--- src/rtl/act_pkg.sv ---
package act_pkg;

  localparam int unsigned IpW   = 32;
  localparam int unsigned MacW  = 48;
  localparam int unsigned SlotW = 3;

  // Answer given on a lookup miss: the broadcast address.
  localparam logic [MacW-1:0] BroadcastMac = 48'hFFFF_FFFF_FFFF;

  typedef enum logic {
    OpLookup = 1'b0,
    OpLearn  = 1'b1
  } op_e;

endpackage

--- src/rtl/arp_cache_table.sv ---
// The input register takes each accepted word; its result word is then
// registered in the result register and valid on the outputs.
// Throughput: one word per cycle unless the output stalls; a lookup or learn
// may follow the previous one directly and sees the table as that one left it.
// Reset clears every valid bit at once, so the table starts empty and no
// clearing pass is needed; slot contents are undefined until written.
module arp_cache_table #(
  parameter int unsigned ENTRIES = 8
) (
  input  logic                      clk_i,
  input  logic                      rst_ni,
  input  logic                      in_valid_i,
  output logic                      in_ready_o,
  input  logic                      opcode_i,
  input  logic [act_pkg::IpW-1:0]   ip_addr_i,
  input  logic [act_pkg::MacW-1:0]  mac_addr_i,
  output logic                      out_valid_o,
  input  logic                      out_ready_i,
  output logic                      hit_o,
  output logic [act_pkg::MacW-1:0]  mac_out_o,
  output logic                      request_needed_o,
  output logic [act_pkg::SlotW-1:0] slot_index_o
);
  import act_pkg::*;

  localparam int unsigned IdxW = (ENTRIES > 1) ? $clog2(ENTRIES) : 1;

  // Input register: holds the word being worked on against the table.
  logic            s1_valid_q;
  op_e             s1_op_q;
  logic [IpW-1:0]  s1_ip_q;
  logic [MacW-1:0] s1_mac_q;

  // Result register: the answer waits here until the consumer takes it.
  logic             out_valid_q;
  logic             hit_q,     hit_d;
  logic [MacW-1:0]  mac_q,     mac_d;
  logic             req_q,     req_d;
  logic [SlotW-1:0] slot_q,    slot_d;

  logic advance;
  logic s1_fire;

  // Table view and match results.
  logic [IpW-1:0]     entry_ip    [ENTRIES];
  logic [MacW-1:0]    entry_mac   [ENTRIES];
  logic [ENTRIES-1:0] entry_valid;
  logic               match_hit;
  logic [IdxW-1:0]    match_idx;
  logic [MacW-1:0]    match_mac;
  logic [IdxW-1:0]    free_idx;

  logic            store_we;
  logic [IdxW-1:0] store_idx;

  // Slot numbers are reported in a fixed three-bit field, so the index is
  // zero-extended and then cut to that width.
  logic [IdxW+SlotW-1:0] match_ext;
  logic [IdxW+SlotW-1:0] store_ext;

  // The result register moves on whenever it is empty or being drained, and
  // the input register refills in the same cycle it is emptied.
  assign advance    = !out_valid_q || out_ready_i;
  assign s1_fire    = s1_valid_q && advance;
  assign in_ready_o = !s1_valid_q || advance;

  always_ff @(posedge clk_i or negedge rst_ni) begin
    if (!rst_ni) begin
      s1_valid_q <= 1'b0;
    end else if (in_ready_o) begin
      s1_valid_q <= in_valid_i;
    end
  end

  always_ff @(posedge clk_i) begin
    if (in_ready_o && in_valid_i) begin
      s1_op_q  <= op_e'(opcode_i);
      s1_ip_q  <= ip_addr_i;
      s1_mac_q <= mac_addr_i;
    end
  end

  act_store #(
    .ENTRIES (ENTRIES),
    .IdxW    (IdxW)
  ) u_store (
    .clk_i         (clk_i),
    .rst_ni        (rst_ni),
    .we_i          (store_we),
    .wr_idx_i      (store_idx),
    .wr_ip_i       (s1_ip_q),
    .wr_mac_i      (s1_mac_q),
    .entry_ip_o    (entry_ip),
    .entry_mac_o   (entry_mac),
    .entry_valid_o (entry_valid)
  );

  act_match #(
    .ENTRIES (ENTRIES),
    .IdxW    (IdxW)
  ) u_match (
    .key_ip_i      (s1_ip_q),
    .entry_ip_i    (entry_ip),
    .entry_mac_i   (entry_mac),
    .entry_valid_i (entry_valid),
    .hit_o         (match_hit),
    .match_idx_o   (match_idx),
    .match_mac_o   (match_mac),
    .free_idx_o    (free_idx)
  );

  // A learn updates the matching slot in place, otherwise it claims the
  // lowest free slot, falling back to slot 0 when the table is full. The
  // table is written in the same cycle the result is registered, so the
  // next word already sees the change.
  assign store_we  = s1_fire && (s1_op_q == OpLearn);
  assign store_idx = match_hit ? match_idx : free_idx;

  assign match_ext = {{SlotW{1'b0}}, match_idx};
  assign store_ext = {{SlotW{1'b0}}, store_idx};

  always_comb begin
    hit_d  = match_hit;
    mac_d  = '0;
    req_d  = 1'b0;
    slot_d = store_ext[SlotW-1:0];
    case (s1_op_q)
      OpLookup: begin
        if (match_hit) begin
          mac_d  = match_mac;
          slot_d = match_ext[SlotW-1:0];
        end else begin
          mac_d  = BroadcastMac;
          req_d  = 1'b1;
          slot_d = '0;
        end
      end
      OpLearn: begin
        mac_d  = '0;
        slot_d = store_ext[SlotW-1:0];
      end
      default: begin
        mac_d = '0;
      end
    endcase
  end

  always_ff @(posedge clk_i or negedge rst_ni) begin
    if (!rst_ni) begin
      out_valid_q <= 1'b0;
    end else if (advance) begin
      out_valid_q <= s1_valid_q;
    end
  end

  always_ff @(posedge clk_i) begin
    if (s1_fire) begin
      hit_q  <= hit_d;
      mac_q  <= mac_d;
      req_q  <= req_d;
      slot_q <= slot_d;
    end
  end

  assign out_valid_o      = out_valid_q;
  assign hit_o            = hit_q;
  assign mac_out_o        = mac_q;
  assign request_needed_o = req_q;
  assign slot_index_o     = slot_q;

endmodule

--- src/rtl/act_store.sv ---
module act_store #(
  parameter int unsigned ENTRIES = 8,
  parameter int unsigned IdxW    = (ENTRIES > 1) ? $clog2(ENTRIES) : 1
) (
  input  logic                     clk_i,
  input  logic                     rst_ni,
  input  logic                     we_i,
  input  logic [IdxW-1:0]          wr_idx_i,
  input  logic [act_pkg::IpW-1:0]  wr_ip_i,
  input  logic [act_pkg::MacW-1:0] wr_mac_i,
  output logic [act_pkg::IpW-1:0]  entry_ip_o    [ENTRIES],
  output logic [act_pkg::MacW-1:0] entry_mac_o   [ENTRIES],
  output logic [ENTRIES-1:0]       entry_valid_o
);
  import act_pkg::*;

  logic [IpW-1:0]     ip_q    [ENTRIES];
  logic [MacW-1:0]    mac_q   [ENTRIES];
  logic [ENTRIES-1:0] valid_q;

  // Address and MAC storage needs no reset: each slot is read only once valid.
  always_ff @(posedge clk_i) begin
    for (int i = 0; i < ENTRIES; i++) begin
      if (we_i && (wr_idx_i == IdxW'(i))) begin
        ip_q[i]  <= wr_ip_i;
        mac_q[i] <= wr_mac_i;
      end
    end
  end

  always_ff @(posedge clk_i or negedge rst_ni) begin
    if (!rst_ni) begin
      valid_q <= '0;
    end else begin
      for (int i = 0; i < ENTRIES; i++) begin
        if (we_i && (wr_idx_i == IdxW'(i))) begin
          valid_q[i] <= 1'b1;
        end
      end
    end
  end

  assign entry_ip_o    = ip_q;
  assign entry_mac_o   = mac_q;
  assign entry_valid_o = valid_q;

endmodule

--- src/rtl/act_match.sv ---
module act_match #(
  parameter int unsigned ENTRIES = 8,
  parameter int unsigned IdxW    = (ENTRIES > 1) ? $clog2(ENTRIES) : 1
) (
  input  logic [act_pkg::IpW-1:0]  key_ip_i,
  input  logic [act_pkg::IpW-1:0]  entry_ip_i    [ENTRIES],
  input  logic [act_pkg::MacW-1:0] entry_mac_i   [ENTRIES],
  input  logic [ENTRIES-1:0]       entry_valid_i,
  output logic                     hit_o,
  output logic [IdxW-1:0]          match_idx_o,
  output logic [act_pkg::MacW-1:0] match_mac_o,
  output logic [IdxW-1:0]          free_idx_o
);
  import act_pkg::*;

  logic [ENTRIES-1:0] hit_vec;

  // Every slot is compared in parallel; the lowest numbered match wins.
  always_comb begin
    hit_vec     = '0;
    match_idx_o = '0;
    free_idx_o  = '0;
    for (int i = 0; i < ENTRIES; i++) begin
      hit_vec[i] = entry_valid_i[i] && (entry_ip_i[i] == key_ip_i);
    end
    for (int i = ENTRIES - 1; i >= 0; i--) begin
      if (hit_vec[i]) begin
        match_idx_o = IdxW'(i);
      end
      if (!entry_valid_i[i]) begin
        free_idx_o = IdxW'(i);
      end
    end
  end

  // When the cache is full the free index stays at slot 0.
  assign hit_o       = |hit_vec;
  assign match_mac_o = entry_mac_i[match_idx_o];

endmodule

--- config.mk ---
export PLATFORM = sky130hd
export DESIGN_NAME = arp_cache_table
export DESIGN_NICKNAME = d
export VERILOG_FILES = /design/src/rtl/act_pkg.sv /design/src/rtl/arp_cache_table.sv /design/src/rtl/act_store.sv /design/src/rtl/act_match.sv
export SDC_FILE = /design/constraint.sdc
export NUM_CORES = 1
export LEC_CHECK = 0
export BUFFER_PORTS_ARGS = -buffer_cell sky130_fd_sc_hd__buf_4
export CELL_PAD_IN_SITES_DETAIL_PLACEMENT = 0
export CELL_PAD_IN_SITES_GLOBAL_PLACEMENT = 1
export CORE_MARGIN = 4
export CORE_UTILIZATION = 59
export CTS_BUF_LIST = sky130_fd_sc_hd__clkbuf_4
export CTS_CLUSTER_DIAMETER = 50
export DETAILED_ROUTE_END_ITERATION = 7
export PLACE_DENSITY = 0.95
export RECOVER_POWER = 25
export SKIP_LAST_GASP = 1
export SLEW_MARGIN = 20
export SYNTH_ARGS = -nofsm -noshare
export SYNTH_HDL_FRONTEND = slang
export SYNTH_SLANG_ARGS = --single-unit
--- constraint.sdc ---
create_clock -name clk_i -period 15.77 [get_ports clk_i]
set_clock_uncertainty 0.2 [all_clocks]
set_input_delay 0 -clock clk_i [delete_from_list [all_inputs] [get_ports clk_i]]
set_output_delay 0 -clock clk_i [all_outputs]
set_load 0.02 [all_outputs]
* After elaboration in Yosys (flattened, before gate mapping)
Cells that the tools add are included.
** Cells by class
- Equality and inequality tests :: 15
- Bitwise operators :: 2
- Mux-type cells :: 25
- Reductions and logical operators :: 25
- Magnitude comparators :: 1
** Operators by type and width (number)
- $eq 32x32->1 :: 8
- $bmux 48 s3 :: 1
- $mux 48 :: 3
- $pmux 48 s2 :: 1
- $mux 3 :: 18
- $logic_and 1x1->1 :: 19
- $eq 3x3->1 const B :: 4
- $reduce_or 8->1 :: 1
- $eq 3x2->1 const B :: 2
- $pmux 3 s2 :: 1
- $ge 4x4->1 const B :: 1
- $not 3->4 :: 1
- $eq 3x1->1 const B :: 1
- $logic_not 3->1 :: 1
- $logic_not 1->1 :: 2
- $logic_or 1x1->1 :: 2
- $mux 1 :: 1
- $not 1->1 :: 1
** Storage, ports and cells
- Flip-flop bits (word level) :: 784

* Depth between registers and ports, before layout
- Depth in word-level cells :: 16
- Mapped depth :: 13
- Depth with buffers taken out :: 9

* Modules after synthesis
Synthesis repeated with hierarchy kept, for this count alone.
** Unflattened totals
- Cell total of the unflattened synthesis :: 1853
- Area total of the unflattened synthesis :: 31004.7 sq um
** By module, submodules not included
- act_store :: seq. area each 19418.6 sq um, cells each 672, area an instance 19593.8 sq um, times used 1
- act_match :: seq. area each 0.0 sq um, cells each 922, area an instance 6712.7 sq um, times used 1
- arp_cache_table :: seq. area each 4073.9 sq um, cells each 259, area an instance 4698.3 sq um, times used 1

* Least setup slack after synthesis
Ideal clock, no wire load.
- Path type :: register -> register
- From :: register out_valid_q (netlist: out_valid_o)
- To :: register u_store.valid_q[5] (netlist: u_store.entry_valid_o[5])
- Required time :: 15.469 ns
- Setup time :: 0.101 ns
- Setup slack :: 6.567 ns
- Period minus slack after synthesis :: 9.203 ns
- Path buffers :: 0
- Stages on the path, launching flop included :: 7
- Arrival :: 8.902 ns
- Cells stage by stage :: dfrtp_1 > nand2b_1 > and2_1 > nand2_1 > or2_2 > nor3b_1 > or2_2
** Between the ends
- Longest elaborated chain between the ends :: 5
** Ends and longest elaborated chain
- start: declaration :: line arp_cache_table.sv:35 : logic out_valid_q;
- start signal: assignment :: line arp_cache_table.sv:152 : out_valid_q <= s1_valid_q;
- $logic_not 1->1 :: line arp_cache_table.sv:63 : assign advance = !out_valid_q || out_ready_i;
- $logic_or 1x1->1 :: line arp_cache_table.sv:63
- $logic_and 1x1->1 :: line arp_cache_table.sv:64 : assign s1_fire = s1_valid_q && advance;
- via s1_fire :: line arp_cache_table.sv:42 : logic s1_fire;
- $logic_and 1x1->1 :: line arp_cache_table.sv:116 : assign store_we = s1_fire && (s1_op_q == OpLearn);
- $logic_and 1x1->1 :: line act_store.sv:36 : if (we_i && (wr_idx_i == IdxW'(i))) begin
- end signal: assignment :: line act_store.sv:33 : valid_q <= '0;
- end signal: indexed assignment :: line act_store.sv:37 : valid_q[i] <= 1'b1;
- end: declaration :: line act_store.sv:19 : logic [ENTRIES-1:0] valid_q;
The timed path passes the listed nets, and every way through them passes these cells.
A chain may end at the register's enable or synchronous reset.

* Worst setup path in the final report
- From :: register s1_ip_q[9]
- To :: register u_store.ip_q, in the netlist u_store.entry_ip_o[56] (enable)
** Between the ends
- Longest elaborated chain between the ends :: 13
- Elaborated cells on any way between the ends :: 28
- Those cells by class :: 9 x eq/ne; 9 x mux; 10 x reduce/logical
** Ends and longest elaborated chain
- start: declaration :: line arp_cache_table.sv:31 : logic [IpW-1:0] s1_ip_q;
- start signal: assignment :: line arp_cache_table.sv:78 : s1_ip_q <= ip_addr_i;
- $eq 32x32->1 :: line act_match.sv:24 : hit_vec[i] = entry_valid_i[i] && (entry_ip_i[i] == key_ip_i);
- $logic_and 1x1->1 :: line act_match.sv:24
- $mux 3 (8 in a row) :: line act_match.sv:27 : if (hit_vec[i]) begin
- $mux 3 * :: line arp_cache_table.sv:117 : assign store_idx = match_hit ? match_idx : free_idx;
- $eq 3x3->1 * :: line act_store.sv:24 : if (we_i && (wr_idx_i == IdxW'(i))) begin
- $logic_and 1x1->1 * :: line act_store.sv:24
- end signal: indexed assignment :: line act_store.sv:25 : ip_q[i] <= wr_ip_i;
- end: declaration :: line act_store.sv:17 : logic [IpW-1:0] ip_q [ENTRIES];
Every way passes the cells marked *; elsewhere a longest branch is shown, timed or not.

==> results_tabular.tex <==
\begin{tabular}{lr}
\hline
Metric & Value \\
\hline
\multicolumn{2}{l}{\textbf{Worst setup path}} \\
Capture point of the worst reg-to-reg path & u\_store.entry\_ip\_o[56]\$\_DFFE\_PP\_ \\
Type of element launching the critical path & flop \\
Number of cells on the worst reg-to-reg path & 11 \\
Worst R2R Start & s1\_ip\_q[9]\$\_DFFE\_PP\_ \\
Type of the worst setup path & flop to flop \\
Critical path's largest stage delay & 1000 ps \\
CP endpoint kind & flop \\
Worst-path fanout max & 53 \\
Slowest cell on the critical path & clkbuf\_1 \\
Register-to-register setup slack & 9130 ps \\
Crit. Startpoint & s1\_ip\_q[9]\$\_DFFE\_PP\_ \\
Dominant delay contributor by cell family on the critical path & simple AND/OR/NAND/NOR gates \\
Worst path depth & 11 \\
CP required & 16,190 ps \\
Endpoint of the worst setup timing path & u\_store.entry\_ip\_o[56]\$\_DFFE\_PP\_ \\
Data arrival time of the critical path & 7060 ps \\
Critical path cell sequence & clkbuf\_1 -> xor2\_1 -> nor4b\_1 -> nand4\_1 -> or3\_2 -> buf\_4 -> nand4\_1 -> nand4b\_1 -> a21boi\_1 -> and3b\_4 -> buf\_4 \\
Worst path buffer plus inverter count & 3 \\
\multicolumn{2}{l}{\textbf{Logic synthesis}} \\
Cell types occupying the most area after synthesis & edfxtp\_1, xor2\_1, mux2i\_1 \\
Number of standard cells after synthesis & 1,931 \\
Compound-cell area share of the yosys netlist & 0.04689 \\
Multiplexer fraction of the synthesized cell area & 0.04744 \\
Sequential area share after synthesis & 0.7423 \\
Post-synthesis share of cell area spent on and, or, nand and nor gates & 0.07575 \\
Fraction of synthesized cell area taken by the top area cell type & 0.7344 \\
Synth Cell Area & 0.03165 mm\^{}2 \\
EDFF count, synth & 774 \\
Net count after synthesis & 2,016 \\
Fraction of registers with async set or reset after synthesis & 0.01276 \\
Xor and xnor area share after synthesis & 0.07084 \\
Adder-cell share of the synthesized area & 0 \\
Yosys top cell by area & edfxtp\_1 \\
Register bit count reported by yosys & 784 \\
Distinct cell type count of the synthesized netlist & 51 \\
Main synth FF type & edfxtp\_1 \\
Warnings, synthesis & 0 \\
Synthesized area per cell & 16.39 um\^{}2 \\
Dominant combinational cell family by area after synthesis & simple AND/OR/NAND/NOR gates \\
\multicolumn{2}{l}{\textbf{Clocking}} \\
Clk sink count & 784 \\
Cell at the root of the clock tree & clkbuf\_4 \\
Clock slew at the register clock pins of the worst setup and hold paths & 90 ps \\
Number of buffers on the longest clock path & 3 \\
Clock insertion delay at the later pin of the skew report & 1070 ps \\
Total setup buffers inserted after CTS & 0 \\
H-tree depth & 4 \\
Number of buffers added by the clock tree synthesis step & 191 \\
CTS tree & done \\
\multicolumn{2}{l}{\textbf{Power and ir drop}} \\
P\_int & 3508 uW \\
Part of the power in combinational logic & 0.110 \\
Net load switching power & 1318 uW \\
Lkg Pwr & 0.01396 uW \\
Final Total Pwr & 4827 uW \\
Clk pwr share & 0.343 \\
Worst supply voltage drop on vdd & 0.08923 mV \\
Proportion of power drawn by flip-flops and latches & 0.547 \\
Total power divided by cell area & 126.3 mW/mm\^{}2 \\
Fraction of power spent switching nets & 0.2731 \\
\multicolumn{2}{l}{\textbf{Layout}} \\
Fill cells & 3,135 \\
Highest-count cells in the layout ignoring fill and taps & edfxtp\_1, clkbuf\_4, dlygate4sd3\_1 \\
Storage element area & 0.02349 mm\^{}2 \\
Final instance area & 0.03822 mm\^{}2 \\
Post-route core utilization & 0.7229 \\
NumNets Final & 2,527 \\
Area occupied by multi-input gates & 0.007725 mm\^{}2 \\
Fraction of final layout cells sized beyond drive strength 1 & 0.2236 \\
Signed area change from the synthesized netlist to the final layout & 20.75\% \\
Most frequent standard cell in the layout excluding fill and tap cells & edfxtp\_1 \\
\multicolumn{2}{l}{\textbf{STA}} \\
Shortest period the worst path allows & 6642 ps \\
Worst slew pin tran & 1475 ps \\
Final setup violation count & 0 \\
Total count of max-transition violations in the final report & 0 \\
Setup repair after global routing missed its margin & no \\
Slew Limit Headroom & 0.01643 \\
Final hold violation count & 0 \\
Setup total negative slack & 0 ps \\
Smallest hold slack & 80.43 ps \\
Highest clock rate & 150.6 MHz \\
Final clock period utilization by the worst path & 0.4212 \\
\multicolumn{2}{l}{\textbf{GRT}} \\
Number of antenna violations at the first check in global routing & 2 \\
Number of global-route vias before repair & 21,057 \\
Tot GR Track Use & 0.3116 \\
Wire length of the first global-routing pass & 130,500 um \\
Largest net degree at the start of global routing & 60 \\
Overflow left after global routing & 0 \\
\multicolumn{2}{l}{\textbf{Detailed routing}} \\
Count of antenna-violating nets left after detailed routing & 0 \\
Number of iterations in the first detailed-routing pass & 5 \\
Final routed wire length divided by cell count & 27.02 um \\
Starting DRT DRC Count & 2,347 \\
DRT Wirelength & 88,680 um \\
DRC violation count after routing & 0 \\
Routed vias & 20,199 \\
Number of vias per cell & 6.154 \\
\multicolumn{2}{l}{\textbf{Worst hold path}} \\
Hold Crit Class & primary input to flop \\
Hold Path Origin & mac\_addr\_i[6] \\
\multicolumn{2}{l}{\textbf{Run}} \\
Max-cap viol count & 0 \\
\multicolumn{2}{l}{\textbf{Floorplan}} \\
Initial cell density of the core & 0.5987 \\
Die X-Extent & 239.6 um \\
Top-level port count & 140 \\
Total die area & 0.05741 mm\^{}2 \\
Die height & 239.6 um \\
Number of core rows & 84 \\
Total core area & 0.05287 mm\^{}2 \\
\multicolumn{2}{l}{\textbf{Place}} \\
Count of port buffers added during placement & 139 \\
Half-perimeter wire length of the detailed placement result & 47,410 um \\
Final weighted congestion of routability-driven global placement & 0.9649 \\
Placed cell area & 0.03340 mm\^{}2 \\
\multicolumn{2}{l}{\textbf{Run status}} \\
Run status & complete, no violations \\
\hline
\end{tabular}
==> through the flow <==
stage / setup slack, ps / cells
after floorplan: 6567 / 1931
after global placement: 9565 / 2692
after detailed placement: 9404 / 2692
after CTS: 9369 / 3276
after global routing: 8938 / 3281
final: 9128 / 3282
==> power by group through the flow <==
stage | logic, uW | clock network [uW] | registers [uW]
finish | 529 | 1660 | 2640
floorplan | 270 | 0 | 2670
CTS | 516 | 1640 | 2640
detailed placement | 467 | 0 | 2680
global placement | 461 | 0 | 2670
global route | 563 | 1790 | 2660
==> worst min-delay path: cells and delay by family <==
kind     cells  cell delay (ps)
buf+inv      3             1240
==> layout make-up <==
class,instances,area share
Sequential cell,784,0.6147
Multi-Input combinational cell,1042,0.2021
Timing Repair Buffer,419,0.09802
Clock buffer,272,0.05343
Tap cell,688,0.02252
Clock inverter,68,0.008447
Inverter,4,0.0003929
Antenna cell,5,0.0003274
==> Yosys cell counts, drive strengths merged (2+ instances only) <==
cell type	instances
edfxtp	774
xor2	184
nand2	121
nor2	111
a221oi	96
mux2i	96
nor4	84
xnor2	72
buf	61
nor3	57
o21ai	51
mux2	48
nand4	41
clkbuf	40
nand3	11
dfrtp	10
nand4b	9
nor4b	9
or2	6
and3	4
inv	4
nand2b	4
o21bai	4
or3	4
and2	3
a21oi	2
nand3b	2
nor2b	2
nor3b	2
nor4bb	2
or4	2
==> registers in the layout, summed over array words and instances (netlist names) <==
name / flops
mac_out_o: 48
s1_op_q: 1
u_store.entry_mac_o: 384
u_store.entry_ip_o: 256
request_needed_o: 1
s1_valid_q: 1
slot_index_o: 3
hit_o: 1
out_valid_o: 1
s1_ip_q: 32
s1_mac_q: 48
u_store.entry_valid_o: 8
==> what timing repair did <==
| item | 4_1_cts | 5_1_grt |
|---|---|---|
| resized for setup | 0 | 0 |
| hold buffers | 244 | 0 |
| endpoints found under the hold margin | 255 | 0 |
==> worst min path at each step <==
stage / endpoint / slack (ps) / cells past startpoint
detailed placement: out_valid_o$_DFFE_PN0P_ / -350 / 1
CTS: s1_mac_q[3]$_DFFE_PP_ / 3 / 3
global route: s1_mac_q[6]$_DFFE_PP_ / 60 / 3
floorplan: out_valid_o$_DFFE_PN0P_ / -500 / 0
finish: s1_mac_q[6]$_DFFE_PP_ / 80 / 3
global placement: out_valid_o$_DFFE_PN0P_ / -350 / 1
==> logic make-up after synthesis <==
kind of cell,count (synthesis)
AND/OR/NAND/NOR,478
AO/OA/AOI/OAI,164
multiplexers,144
flip-flops,784
buffers and inverters,105
XOR/XNOR,256
==> layer usage <==
metal / global-route usage / share of wire
met4: 0.1367 / 0.038
met2: 0.5003 / 0.48
met3: 0.07795 / 0.10
met1: 0.4091 / 0.38
met5: 0 / 0
Power figures use the tool's default switching activity.
